$ cat config.mk
export PLATFORM = sky130hd
export DESIGN_NAME = hop_power_stationarity_detector
export DESIGN_NICKNAME = d
export VERILOG_FILES = /design/src/rtl/hpsd_pkg.sv /design/src/rtl/hpsd_div.sv /design/src/rtl/hop_power_stationarity_detector.sv
export SDC_FILE = /design/constraint.sdc
export NUM_CORES = 2
export LEC_CHECK = 0
export BUFFER_PORTS_ARGS = -buffer_cell sky130_fd_sc_hd__buf_2
export CAP_MARGIN = 40
export CORE_MARGIN = 5
export CORE_UTILIZATION = 55
export DETAILED_ROUTE_END_ITERATION = 10
export GPL_ROUTABILITY_DRIVEN = 0
export PLACE_DENSITY = 0.71
export SETUP_SLACK_MARGIN = 0.05
export SYNTH_ARGS = -nofsm -noshare
export SYNTH_HDL_FRONTEND = slang
export SYNTH_HIERARCHICAL = 1
export SYNTH_SLANG_ARGS = --single-unit
$ cat constraint.sdc
create_clock -name clk -period 16.5 [get_ports clk]
set_clock_uncertainty 0.15 [all_clocks]
set_input_delay 3.3 -clock clk [delete_from_list [all_inputs] [get_ports clk]]
set_output_delay 3.3 -clock clk [all_outputs]
set_load 0.1 [all_outputs]
$ cat src/rtl/hpsd_pkg.sv
// Shared constants of the hop power stationarity detector.
// Used by the top level, the iterative divider and the port checker.
`timescale 1ns / 1ps

package hpsd_pkg;

	localparam int SAMPLE_BITS = 16;
	localparam int SAMPLE_W    = 16;
	localparam int MAX_HOP     = 1024;
	localparam int HOP_W       = 11;
	localparam int RET_W       = 16;
	localparam int POWER_W     = 31;
	localparam int SUM_W       = 41;
	localparam int VAR_W       = 61;
	localparam int SQ_W        = 62;
	localparam int MUL_W       = 32;
	localparam int PROD_W      = 2 * MUL_W;
	localparam int ACC_W       = 80;
	localparam int FRAC_BITS   = 16;
	localparam int CFG_IDX_W   = 2;
	localparam int CFG_DATA_W  = 31;

	localparam int SQ_FRAC = 2 * (SAMPLE_BITS - 1);
	localparam int SQ_SHR  = (SQ_FRAC >= 30) ? SQ_FRAC - 30 : 0;
	localparam int SQ_SHL  = (SQ_FRAC < 30) ? 30 - SQ_FRAC : 0;

	localparam logic [CFG_IDX_W-1:0] CFG_HOP_LENGTH = 2'd0;
	localparam logic [CFG_IDX_W-1:0] CFG_RETENTION  = 2'd1;
	localparam logic [CFG_IDX_W-1:0] CFG_STAT_THR   = 2'd2;
	localparam logic [CFG_IDX_W-1:0] CFG_ACT_THR    = 2'd3;

	localparam logic [HOP_W-1:0]   HOP_RESET       = 11'd160;
	localparam logic [RET_W-1:0]   RETENTION_RESET = 16'd64881;
	localparam logic [RET_W-1:0]   STAT_THR_RESET  = 16'd1311;
	localparam logic [POWER_W-1:0] ACT_THR_RESET   = 31'd1074;

	localparam logic [RET_W:0]     RET_ONE   = 17'h10000;
	localparam logic [ACC_W-1:0]   ACC_ROUND = 80'h8000;

endpackage

$ cat src/rtl/hpsd_div.sv
// Restoring divider, one quotient bit per cycle, for the hop power mean.
// Depends on hpsd_pkg for the sum, hop and power widths.
`timescale 1ns / 1ps

module hpsd_div (
	input  logic                         clk,
	input  logic                         arst_n,
	input  logic                         start,
	input  logic [hpsd_pkg::SUM_W-1:0]   dividend,
	input  logic [hpsd_pkg::HOP_W-1:0]   divisor,
	output logic                         done,
	output logic [hpsd_pkg::POWER_W-1:0] quotient
);
	import hpsd_pkg::*;

	localparam int CNT_W = $clog2(SUM_W);

	logic             busy_q;
	logic             done_q;
	logic [CNT_W-1:0] cnt_q;
	logic [SUM_W-1:0] quo_q;
	logic [HOP_W-1:0] rem_q;
	logic [HOP_W-1:0] div_q;
	logic [HOP_W:0]   rem_sh;
	logic [HOP_W:0]   rem_diff;
	logic             ge;
	logic [HOP_W-1:0] rem_next;

	always_comb begin
		rem_sh   = {rem_q, quo_q[SUM_W-1]};
		rem_diff = rem_sh - {1'b0, div_q};
		ge       = rem_sh >= {1'b0, div_q};
		rem_next = ge ? rem_diff[HOP_W-1:0] : rem_sh[HOP_W-1:0];
	end

	always_ff @(posedge clk or negedge arst_n) begin
		if (!arst_n) begin
			busy_q <= 1'b0;
			done_q <= 1'b0;
			cnt_q  <= '0;
		end else begin
			done_q <= 1'b0;
			if (start) begin
				busy_q <= 1'b1;
				cnt_q  <= '0;
			end else if (busy_q) begin
				cnt_q <= cnt_q + 1'b1;
				if (cnt_q == CNT_W'(SUM_W - 1)) begin
					busy_q <= 1'b0;
					done_q <= 1'b1;
				end
			end
		end
	end

	always_ff @(posedge clk) begin
		if (start) begin
			quo_q <= dividend;
			rem_q <= '0;
			div_q <= divisor;
		end else if (busy_q) begin
			quo_q <= {quo_q[SUM_W-2:0], ge};
			rem_q <= rem_next;
		end
	end

	assign done     = done_q;
	assign quotient = quo_q[POWER_W-1:0];

endmodule

$ cat src/rtl/hop_power_stationarity_detector.sv
// Top level of the hop power stationarity detector: registers, sequencer, shared multiplier.
// Depends on hpsd_pkg and instantiates the iterative divider hpsd_div.
`timescale 1ns / 1ps

// Usage: the configuration channel (cfg_valid, cfg_ready, cfg_index, cfg_data) is always
// ready and writes one register per beat; it is meant to be used while the block is idle.
// The input channel takes one Q1.15 sample per beat. A sample that does not close a hop
// is added to the hop sum while in_ready is low, and the block then returns to idle. A
// sample that closes a hop starts a restoring division of the hop sum. For an inactive or
// first active hop the quotient is then loaded into the output register; otherwise the
// envelope averages are updated first. That update runs ten products through one 32 by 32
// multiplier. in_ready rises again as the result is loaded.
// The result sits in an output register, so the next samples are taken while it waits;
// when a further hop closes before the receiver takes the pending result, the block
// holds the new result and keeps in_ready low until the output register frees.
// Reset restores the register defaults and clears the hop sum, sample count, envelope
// mean, envelope variance and both flags.
module hop_power_stationarity_detector (
	input  logic                            clk,
	input  logic                            arst_n,
	input  logic                            cfg_valid,
	output logic                            cfg_ready,
	input  logic [hpsd_pkg::CFG_IDX_W-1:0]  cfg_index,
	input  logic [hpsd_pkg::CFG_DATA_W-1:0] cfg_data,
	input  logic                            in_valid,
	output logic                            in_ready,
	input  logic signed [hpsd_pkg::SAMPLE_W-1:0] sample,
	output logic                            out_valid,
	input  logic                            out_ready,
	output logic [hpsd_pkg::POWER_W-1:0]    far_power,
	output logic                            far_active,
	output logic                            far_stationary
);
	import hpsd_pkg::*;

	localparam logic [2:0] S_IDLE = 3'd0;
	localparam logic [2:0] S_ACC  = 3'd1;
	localparam logic [2:0] S_DIV  = 3'd2;
	localparam logic [2:0] S_EVAL = 3'd3;
	localparam logic [2:0] S_MUL  = 3'd4;
	localparam logic [2:0] S_OUT  = 3'd5;

	localparam logic [3:0] ST_MEAN_A   = 4'd0;
	localparam logic [3:0] ST_MEAN_B   = 4'd1;
	localparam logic [3:0] ST_DIFF_SQ  = 4'd2;
	localparam logic [3:0] ST_VAR_A_LO = 4'd3;
	localparam logic [3:0] ST_VAR_A_HI = 4'd4;
	localparam logic [3:0] ST_VAR_B_LO = 4'd5;
	localparam logic [3:0] ST_VAR_B_HI = 4'd6;
	localparam logic [3:0] ST_MEAN_SQ  = 4'd7;
	localparam logic [3:0] ST_THR_LO   = 4'd8;
	localparam logic [3:0] ST_THR_HI   = 4'd9;

	logic [HOP_W-1:0]   hop_len_q;
	logic [RET_W-1:0]   retention_q;
	logic [RET_W-1:0]   stat_thr_q;
	logic [POWER_W-1:0] act_thr_q;

	logic [2:0]         state_q;
	logic [3:0]         step_q;
	logic               phase_q;
	logic [SUM_W-1:0]   power_sum_q;
	logic [HOP_W-1:0]   sample_cnt_q;
	logic [POWER_W-1:0] mean_q;
	logic [VAR_W-1:0]   var_q;
	logic               active_q;
	logic               stat_q;
	logic               out_valid_q;

	logic [PROD_W-1:0]  prod_q;
	logic [ACC_W-1:0]   acc_q;
	logic [POWER_W-1:0] p_q;
	logic [POWER_W-1:0] diff_q;
	logic [SQ_W-1:0]    d2_q;
	logic [SQ_W-1:0]    m2_q;
	logic [POWER_W-1:0] far_power_q;
	logic               out_act_q;
	logic               out_stat_q;

	logic [SAMPLE_BITS-1:0] smp_bits;
	logic [SAMPLE_BITS-1:0] mag;
	logic [SUM_W-1:0]   square_q30;
	logic [SUM_W-1:0]   sum_next;
	logic [HOP_W-1:0]   count_next;
	logic [HOP_W-1:0]   hop_eff;
	logic               hop_close;
	logic [RET_W:0]     weight_b;
	logic [MUL_W-1:0]   mul_a;
	logic [MUL_W-1:0]   mul_b;
	logic               acc_clear;
	logic               acc_round;
	logic               acc_high;
	logic [ACC_W-1:0]   acc_base;
	logic [ACC_W-1:0]   acc_addend;
	logic [ACC_W-1:0]   acc_sum;
	logic               out_load;
	logic               div_start;
	logic               div_done;
	logic [POWER_W-1:0] div_quo;

	assign cfg_ready = 1'b1;
	assign in_ready  = (state_q == S_IDLE);

	always_ff @(posedge clk or negedge arst_n) begin
		if (!arst_n) begin
			hop_len_q   <= HOP_RESET;
			retention_q <= RETENTION_RESET;
			stat_thr_q  <= STAT_THR_RESET;
			act_thr_q   <= ACT_THR_RESET;
		end else if (cfg_valid && cfg_ready) begin
			case (cfg_index)
				CFG_HOP_LENGTH: hop_len_q   <= cfg_data[HOP_W-1:0];
				CFG_RETENTION:  retention_q <= cfg_data[RET_W-1:0];
				CFG_STAT_THR:   stat_thr_q  <= cfg_data[RET_W-1:0];
				CFG_ACT_THR:    act_thr_q   <= cfg_data[POWER_W-1:0];
				default: ;
			endcase
		end
	end

	always_comb begin
		smp_bits   = sample[SAMPLE_BITS-1:0];
		mag        = smp_bits[SAMPLE_BITS-1] ? (~smp_bits + 1'b1) : smp_bits;
		square_q30 = SUM_W'((prod_q >> SQ_SHR) << SQ_SHL);
		sum_next   = power_sum_q + square_q30;
		count_next = sample_cnt_q + 1'b1;
		if (hop_len_q == '0) begin
			hop_eff = HOP_W'(1);
		end else if (32'(hop_len_q) > MAX_HOP) begin
			hop_eff = HOP_W'(MAX_HOP);
		end else begin
			hop_eff = hop_len_q;
		end
		hop_close = (count_next == '0) || (count_next >= hop_eff);
		weight_b  = RET_ONE - {1'b0, retention_q};
		div_start = (state_q == S_ACC) && hop_close;
		out_load  = (state_q == S_OUT) && (!out_valid_q || out_ready);
	end

	always_comb begin
		mul_a = MUL_W'(mag);
		mul_b = MUL_W'(mag);
		if (state_q == S_MUL) begin
			case (step_q)
				ST_MEAN_A: begin
					mul_a = MUL_W'(retention_q);
					mul_b = MUL_W'(mean_q);
				end
				ST_MEAN_B: begin
					mul_a = MUL_W'(weight_b);
					mul_b = MUL_W'(p_q);
				end
				ST_DIFF_SQ: begin
					mul_a = MUL_W'(diff_q);
					mul_b = MUL_W'(diff_q);
				end
				ST_VAR_A_LO: begin
					mul_a = MUL_W'(retention_q);
					mul_b = var_q[MUL_W-1:0];
				end
				ST_VAR_A_HI: begin
					mul_a = MUL_W'(retention_q);
					mul_b = MUL_W'(var_q[VAR_W-1:MUL_W]);
				end
				ST_VAR_B_LO: begin
					mul_a = MUL_W'(weight_b);
					mul_b = d2_q[MUL_W-1:0];
				end
				ST_VAR_B_HI: begin
					mul_a = MUL_W'(weight_b);
					mul_b = MUL_W'(d2_q[SQ_W-1:MUL_W]);
				end
				ST_MEAN_SQ: begin
					mul_a = MUL_W'(mean_q);
					mul_b = MUL_W'(mean_q);
				end
				ST_THR_LO: begin
					mul_a = MUL_W'(stat_thr_q);
					mul_b = m2_q[MUL_W-1:0];
				end
				ST_THR_HI: begin
					mul_a = MUL_W'(stat_thr_q);
					mul_b = MUL_W'(m2_q[SQ_W-1:MUL_W]);
				end
				default: begin
					mul_a = '0;
					mul_b = '0;
				end
			endcase
		end
	end

	always_comb begin
		acc_clear = 1'b0;
		acc_round = 1'b0;
		acc_high  = 1'b0;
		case (step_q)
			ST_MEAN_A: begin
				acc_clear = 1'b1;
				acc_round = 1'b1;
			end
			ST_VAR_A_LO: begin
				acc_clear = 1'b1;
				acc_round = 1'b1;
			end
			ST_VAR_A_HI: acc_high  = 1'b1;
			ST_VAR_B_HI: acc_high  = 1'b1;
			ST_THR_LO:   acc_clear = 1'b1;
			ST_THR_HI:   acc_high  = 1'b1;
			default: ;
		endcase
		acc_addend = acc_high ? (ACC_W'(prod_q) << MUL_W) : ACC_W'(prod_q);
		acc_base   = acc_clear ? (acc_round ? ACC_ROUND : '0) : acc_q;
		acc_sum    = acc_base + acc_addend;
	end

	hpsd_div u_div (
		.clk      (clk),
		.arst_n   (arst_n),
		.start    (div_start),
		.dividend (sum_next),
		.divisor  (hop_eff),
		.done     (div_done),
		.quotient (div_quo)
	);

	always_ff @(posedge clk or negedge arst_n) begin
		if (!arst_n) begin
			state_q      <= S_IDLE;
			step_q       <= '0;
			phase_q      <= 1'b0;
			power_sum_q  <= '0;
			sample_cnt_q <= '0;
			mean_q       <= '0;
			var_q        <= '0;
			active_q     <= 1'b0;
			stat_q       <= 1'b0;
			out_valid_q  <= 1'b0;
		end else begin
			if (out_load) begin
				out_valid_q <= 1'b1;
			end else if (out_ready) begin
				out_valid_q <= 1'b0;
			end
			case (state_q)
				S_IDLE: begin
					if (in_valid) begin
						state_q <= S_ACC;
					end
				end
				S_ACC: begin
					if (hop_close) begin
						power_sum_q  <= '0;
						sample_cnt_q <= '0;
						state_q      <= S_DIV;
					end else begin
						power_sum_q  <= sum_next;
						sample_cnt_q <= count_next;
						state_q      <= S_IDLE;
					end
				end
				S_DIV: begin
					if (div_done) begin
						state_q <= S_EVAL;
					end
				end
				S_EVAL: begin
					if (p_q > act_thr_q) begin
						if (!active_q) begin
							mean_q   <= p_q;
							var_q    <= '0;
							active_q <= 1'b1;
							stat_q   <= 1'b0;
							state_q  <= S_OUT;
						end else begin
							step_q  <= ST_MEAN_A;
							phase_q <= 1'b0;
							state_q <= S_MUL;
						end
					end else begin
						active_q <= 1'b0;
						stat_q   <= 1'b0;
						state_q  <= S_OUT;
					end
				end
				S_MUL: begin
					if (!phase_q) begin
						phase_q <= 1'b1;
					end else begin
						phase_q <= 1'b0;
						step_q  <= step_q + 1'b1;
						case (step_q)
							ST_MEAN_B:   mean_q <= acc_sum[POWER_W+FRAC_BITS-1:FRAC_BITS];
							ST_VAR_B_HI: var_q  <= acc_sum[VAR_W+FRAC_BITS-1:FRAC_BITS];
							ST_THR_HI: begin
								stat_q  <= ACC_W'({var_q, {FRAC_BITS{1'b0}}}) < acc_sum;
								state_q <= S_OUT;
							end
							default: ;
						endcase
					end
				end
				S_OUT: begin
					if (out_load) begin
						state_q <= S_IDLE;
					end
				end
				default: state_q <= S_IDLE;
			endcase
		end
	end

	always_ff @(posedge clk) begin
		prod_q <= mul_a * mul_b;
		if (state_q == S_DIV && div_done) begin
			p_q <= div_quo;
		end
		if (state_q == S_EVAL) begin
			diff_q <= (p_q >= mean_q) ? (p_q - mean_q) : (mean_q - p_q);
		end
		if (state_q == S_MUL && phase_q) begin
			acc_q <= acc_sum;
			if (step_q == ST_DIFF_SQ) begin
				d2_q <= prod_q[SQ_W-1:0];
			end
			if (step_q == ST_MEAN_SQ) begin
				m2_q <= prod_q[SQ_W-1:0];
			end
		end
		if (out_load) begin
			far_power_q <= p_q;
			out_act_q   <= active_q;
			out_stat_q  <= stat_q;
		end
	end

	assign out_valid      = out_valid_q;
	assign far_power      = far_power_q;
	assign far_active     = out_act_q;
	assign far_stationary = out_stat_q;

endmodule

## Word-level counts from Yosys, hierarchy flattened

Cells that the tools add are included.

- Bitwise logic cells: 1
- Multipliers: 1
- Order comparisons: 6
- Mux-type cells: 62
- Add/sub/neg operators: 10
- Reductions and logical operators: 34
- Equal/unequal tests: 29

Operators with widths:

| operator | number |
|---|---|
| $pmux W32 S9 | 1 |
| $mux W61 | 4 |
| $mux W31 | 6 |
| $mux W80 | 2 |
| $pmux W31 S5 | 1 |
| $mux W41 | 3 |
| $pmux W61 S2 | 1 |
| $add A80 B80 Y80 | 1 |
| $lt A77 B80 Y1 | 1 |
| $mul A32 B32 Y64 | 1 |
| $pmux W31 S2 | 1 |
| $sub A31 B31 Y31 | 2 |
| $mux W11 | 4 |
| $add A41 B41 Y41 | 1 |
| $mux W16 | 2 |
| $mux W32 | 1 |
| $ge A31 B31 Y1 | 1 |
| $gt A31 B31 Y1 | 1 |
| $logic_not A11 Y1 | 2 |
| $mux W1 | 20 |
| $mux W3 | 6 |
| $pmux W3 S6 | 1 |
| $sub A17 B16 Y17 const A | 1 |
| $add A16 B1 Y16 const B | 1 |
| other kinds (39) | 78 |

- Word-level logic and storage cells: 172
- Flip-flop bits (word level): 663

## Logic depth before layout (Yosys ltp)

- Depth after elaboration: 10
- Gate-level depth with buffers: 43
- Mapped depth without buffers: 38

## By module

Netlist, hierarchy kept.

Modules (own cells, without submodules):

| module | sequential area each (um^2) | cells each | times used | area each (um^2) |
|---|---|---|---|---|
| hop_power_stationarity_detector | 16020.4 | 7196 | 1 | 67209.5 |
| hpsd_div | 1981.9 | 319 | 1 | 3828.7 |

## Least setup slack after synthesis

Ideal clock, no wire load.

- Path type: input port to flip-flop
- Start: input sample[9] (netlist bit)
- End: register prod_q[63]
- Arrival time: 11.798 ns
- Path slack: 4.423 ns
- Stages on the path: 33
- Library setup time: 0.129 ns
- Cell sequence: or4_1 -> nor4_1 -> inv_1 -> o21ai_0 -> xor2_1 -> nand2_1 -> and2_1 -> clkbuf_1 -> clkbuf_1 -> nand2_1 -> fa_1 -> inv_1 -> fa_1 -> inv_1 -> fa_1 -> fa_1 -> inv_1 -> fa_1 -> fa_1 -> fa_1 -> fa_1 -> ha_1 -> clkbuf_1 -> nand2_1 -> or4_1 -> a211oi_1 -> o2111ai_1 -> a31oi_1 -> o211a_1 -> o21ai_1 -> nor2b_1 -> o41ai_1 -> xnor2_1

- Longest elaborated chain between the ends: 5
- Elaborated cells on any way between the ends: 6
- Classes of those cells: add/sub: 1; mul: 1; mux: 3; bitwise: 1

RTL lines:

| element | line | RTL |
|---|---|---|
| start, declared | hop_power_stationarity_detector.sv:27 | `input logic signed [hpsd_pkg::SAMPLE_W-1:0] sample,` |
| $not A16 Y16 | hop_power_stationarity_detector.sv:123 | `mag = smp_bits[SAMPLE_BITS-1] ? (~smp_bits + 1'b1) : smp_bits;` |
| $add A16 B1 Y16 | hop_power_stationarity_detector.sv:123 |  |
| $mux W16 * | hop_power_stationarity_detector.sv:123 |  |
| $mux W31 or $mux W32 (tied branches) | hop_power_stationarity_detector.sv:143 | `if (state_q == S_MUL) begin` |
| $mul A32 B32 Y64 * | hop_power_stationarity_detector.sv:314 | `prod_q <= mul_a * mul_b;` |
| end signal, assigned | hop_power_stationarity_detector.sv:314 |  |
| end, declared | hop_power_stationarity_detector.sv:70 | `logic [PROD_W-1:0] prod_q;` |

Mark *: on every way between the ends. The rest lies on a longest branch, timed or not.
A chain may end at the register's enable or synchronous reset.

## Final worst setup path

- Start: input sample[5] (netlist bit)
- End: register prod_q[63]

The elaborated chain is that of the path after synthesis.

==> metrics.cfg <==
[setup_path]
critPathRequiredTime_ns=16.85
crit_top_cell=fa_1
reg2reg_from=step_q[3]$_DFFE_PN0P_
start_kind=input pin
regToRegSetupSlack_ns=4.35
crit_arrival_ns=13.40
end_kind=register
worstReg2RegEnd=prod_q[63]$_DFF_P_
path_class=in2reg
max_stage_delay_ns=0.72
worst-path-max-fanout=16
critPathSlowestCell=nand2_1
r2r_cells=33

[clocking]
post_cts_buffers=0
cts_tree=done
hold_buffers=0
cts_resized=0
cts_buffers=74
clk_pin_slew_ns=0.06
cts_buffer_depth=3
clk_latency_ns=0.63
clockRootBuffer=clkbuf_16
clock_sinks=663
h-tree-depth=3

[die]
die_w_um=369
start_util_pct=55.5
die_h_um=369
dieArea_um2=136000
core_area_um2=128000
rows=131
io-pin-count=90

[sta]
slew-limit-headroom_pct=8.28
drv_slew=0
tightestPinTransition_ns=1.38
hold_violations=0
layout_min_cycle_time_ns=13.05
rsz0062_at_grt=false
fmax_ghz=0.0766
setup_viol=0
fin_tns_setup_ns=0
fin_crit_sh_pct=79.1

[cells_and_area]
multi_input_area_um2=47400
area_growth_pct=7.61
nNetsFinal=8945
mostFrequentLayoutCells=inv_1, nand2_1, fa_1
fillers=10800
seq_area_um2=18000
drive_gt1_share_pct=8.83
layout_commonest_cell=inv_1

[global_route]
grt_pass1_vias=57800
grt-ovfl-total=0
grtUsageMet2_pct=51.6
antenna_found_initial=17
grt_busiest_layer=met2
met1_usage_pct=45.5
met3_usage_pct=10.2
grt_first_pass_wirelength_mm=357
grt_usage_pct=34.4
grt_max_degree=80

[min_path]
hold_end=p_q[22]$_DFFE_PP_
hold_path_depth=0
hp-class=reg2reg
min_from=u_div/quo_q[22]$_DFFE_PP_

[yosys]
ys_warn_count=6
synth_top_cell_by_area=fa_1
synth-seq-area-share_pct=25.3
syn_area_per_cell_um2=9.45
synth_seq_cells=663
synthArstFlopShare_pct=35.7
synth.cell_area_um2=71000
ys_types=114
synthesis.instances=7515
syn_nets=9007
synth_top_area_share_pct=24.6
synth_edf_count=351
synth_flop_cell=edfxtp_1
synth_area_leaders=fa_1, edfxtp_1, ha_1

[detailed_routing]
firstDrtPassIters=8
routedWlPerCell_um=25.4
antenna_left=0
drcViolationCount=0
vias=57800
wirelength_mm=235
drt_iter0_markers=6678
avgViaCountPerCell=6.24

[place]
place.port_buffers=88
post-dp-hpwl_mm=183

[flow_run]
max_cap_viol_count=0

[run_status]
outcome=complete, no violations

synthesized netlist by cell type (75+ instances only):
cell / number
a21o_1: 172
a21oi_1: 353
and2_1: 172
clkbuf_1: 300
dfrtp_1: 213
dfxtp_1: 75
edfxtp_1: 351
fa_1: 872
ha_1: 566
inv_1: 1131
mux2_2: 143
nand2_1: 984
nand3_1: 80
nand4_1: 76
nor2_1: 597
o21ai_0: 197
xnor2_1: 153
xor2_1: 86
per-layer routing:
metal	routed length, um	up-vias
met4	15600	6
met5	39	-
met3	31200	815
li1	-	24600
met1	87800	28800
met2	101000	3575
worst max path at each step:
stage	start	endpoint	slack (ns)
floorplan	sample[9]	prod_q[63]$_DFF_P_	4.42
global placement	sample[9]	prod_q[63]$_DFF_P_	2.91
detailed placement	sample[5]	prod_q[63]$_DFF_P_	3.03
CTS	sample[5]	prod_q[63]$_DFF_P_	3.63
global route	sample[5]	prod_q[63]$_DFF_P_	3.07
finish	sample[5]	prod_q[63]$_DFF_P_	3.45
cells by family after synthesis:
family / synth area share (%)
simple gates: 13.5
buf+inv: 8.35
fa+ha+maj: 34.5
compound gates: 12.8
flops: 25.3
xor+xnor: 2.97
mux: 2.58
other cells: 0.00528
per-stage QoR:
stage,worst slack (ns),cells,cell area (um2),hold WS [ns],utilization (%)
after CTS,3.63,9239,76400,0.295,59.7
after floorplan,4.42,7515,71000,0.275,-
after global routing,3.07,9242,76400,0.304,59.7
after detailed placement,3.03,9104,73800,0.282,57.7
after global placement,2.91,9075,73300,0.276,57.2
final,3.45,9252,76400,0.296,59.7
area by class of cell:
class	count	share of cell area, %
antenna	11	0.0360
clock buffer	99	2.82
clock inverter	36	0.578
inverter	1136	5.58
multi-input combinational	5323	62.0
sequential	663	23.6
tap	1729	2.83
timing repair buffer	255	2.64
critical path, delay by kind of cell:
kind                       cells  cell delay, ns
xor gates and xnor gates       2            0.38
adders and majority gates      9            4.35
AOI/OAI and AO/OA              7            2.46
and+or+nand+nor                9            2.55
buffers and inverters          5            0.33
state kept, by name, indices dropped and copies added, names as in the netlist, 4 cells and up:
register and cells:
sample_cnt_q 11, hop_len_q 11, prod_q 64, diff_q 31, far_power 31, retention_q 16
power_sum_q 41, m2_q 62, stat_thr_q 16, u_div/div_q 11, var_q 61, step_q 4
mean_q 31, d2_q 62, acc_q 80, act_thr_q 31, u_div/rem_q 11, u_div/cnt_q 6
p_q 31, u_div/quo_q 41
Power is left out: the tool's default activity adds up to more than one toggle a clock period on the data nets, which glitch-free logic cannot reach.
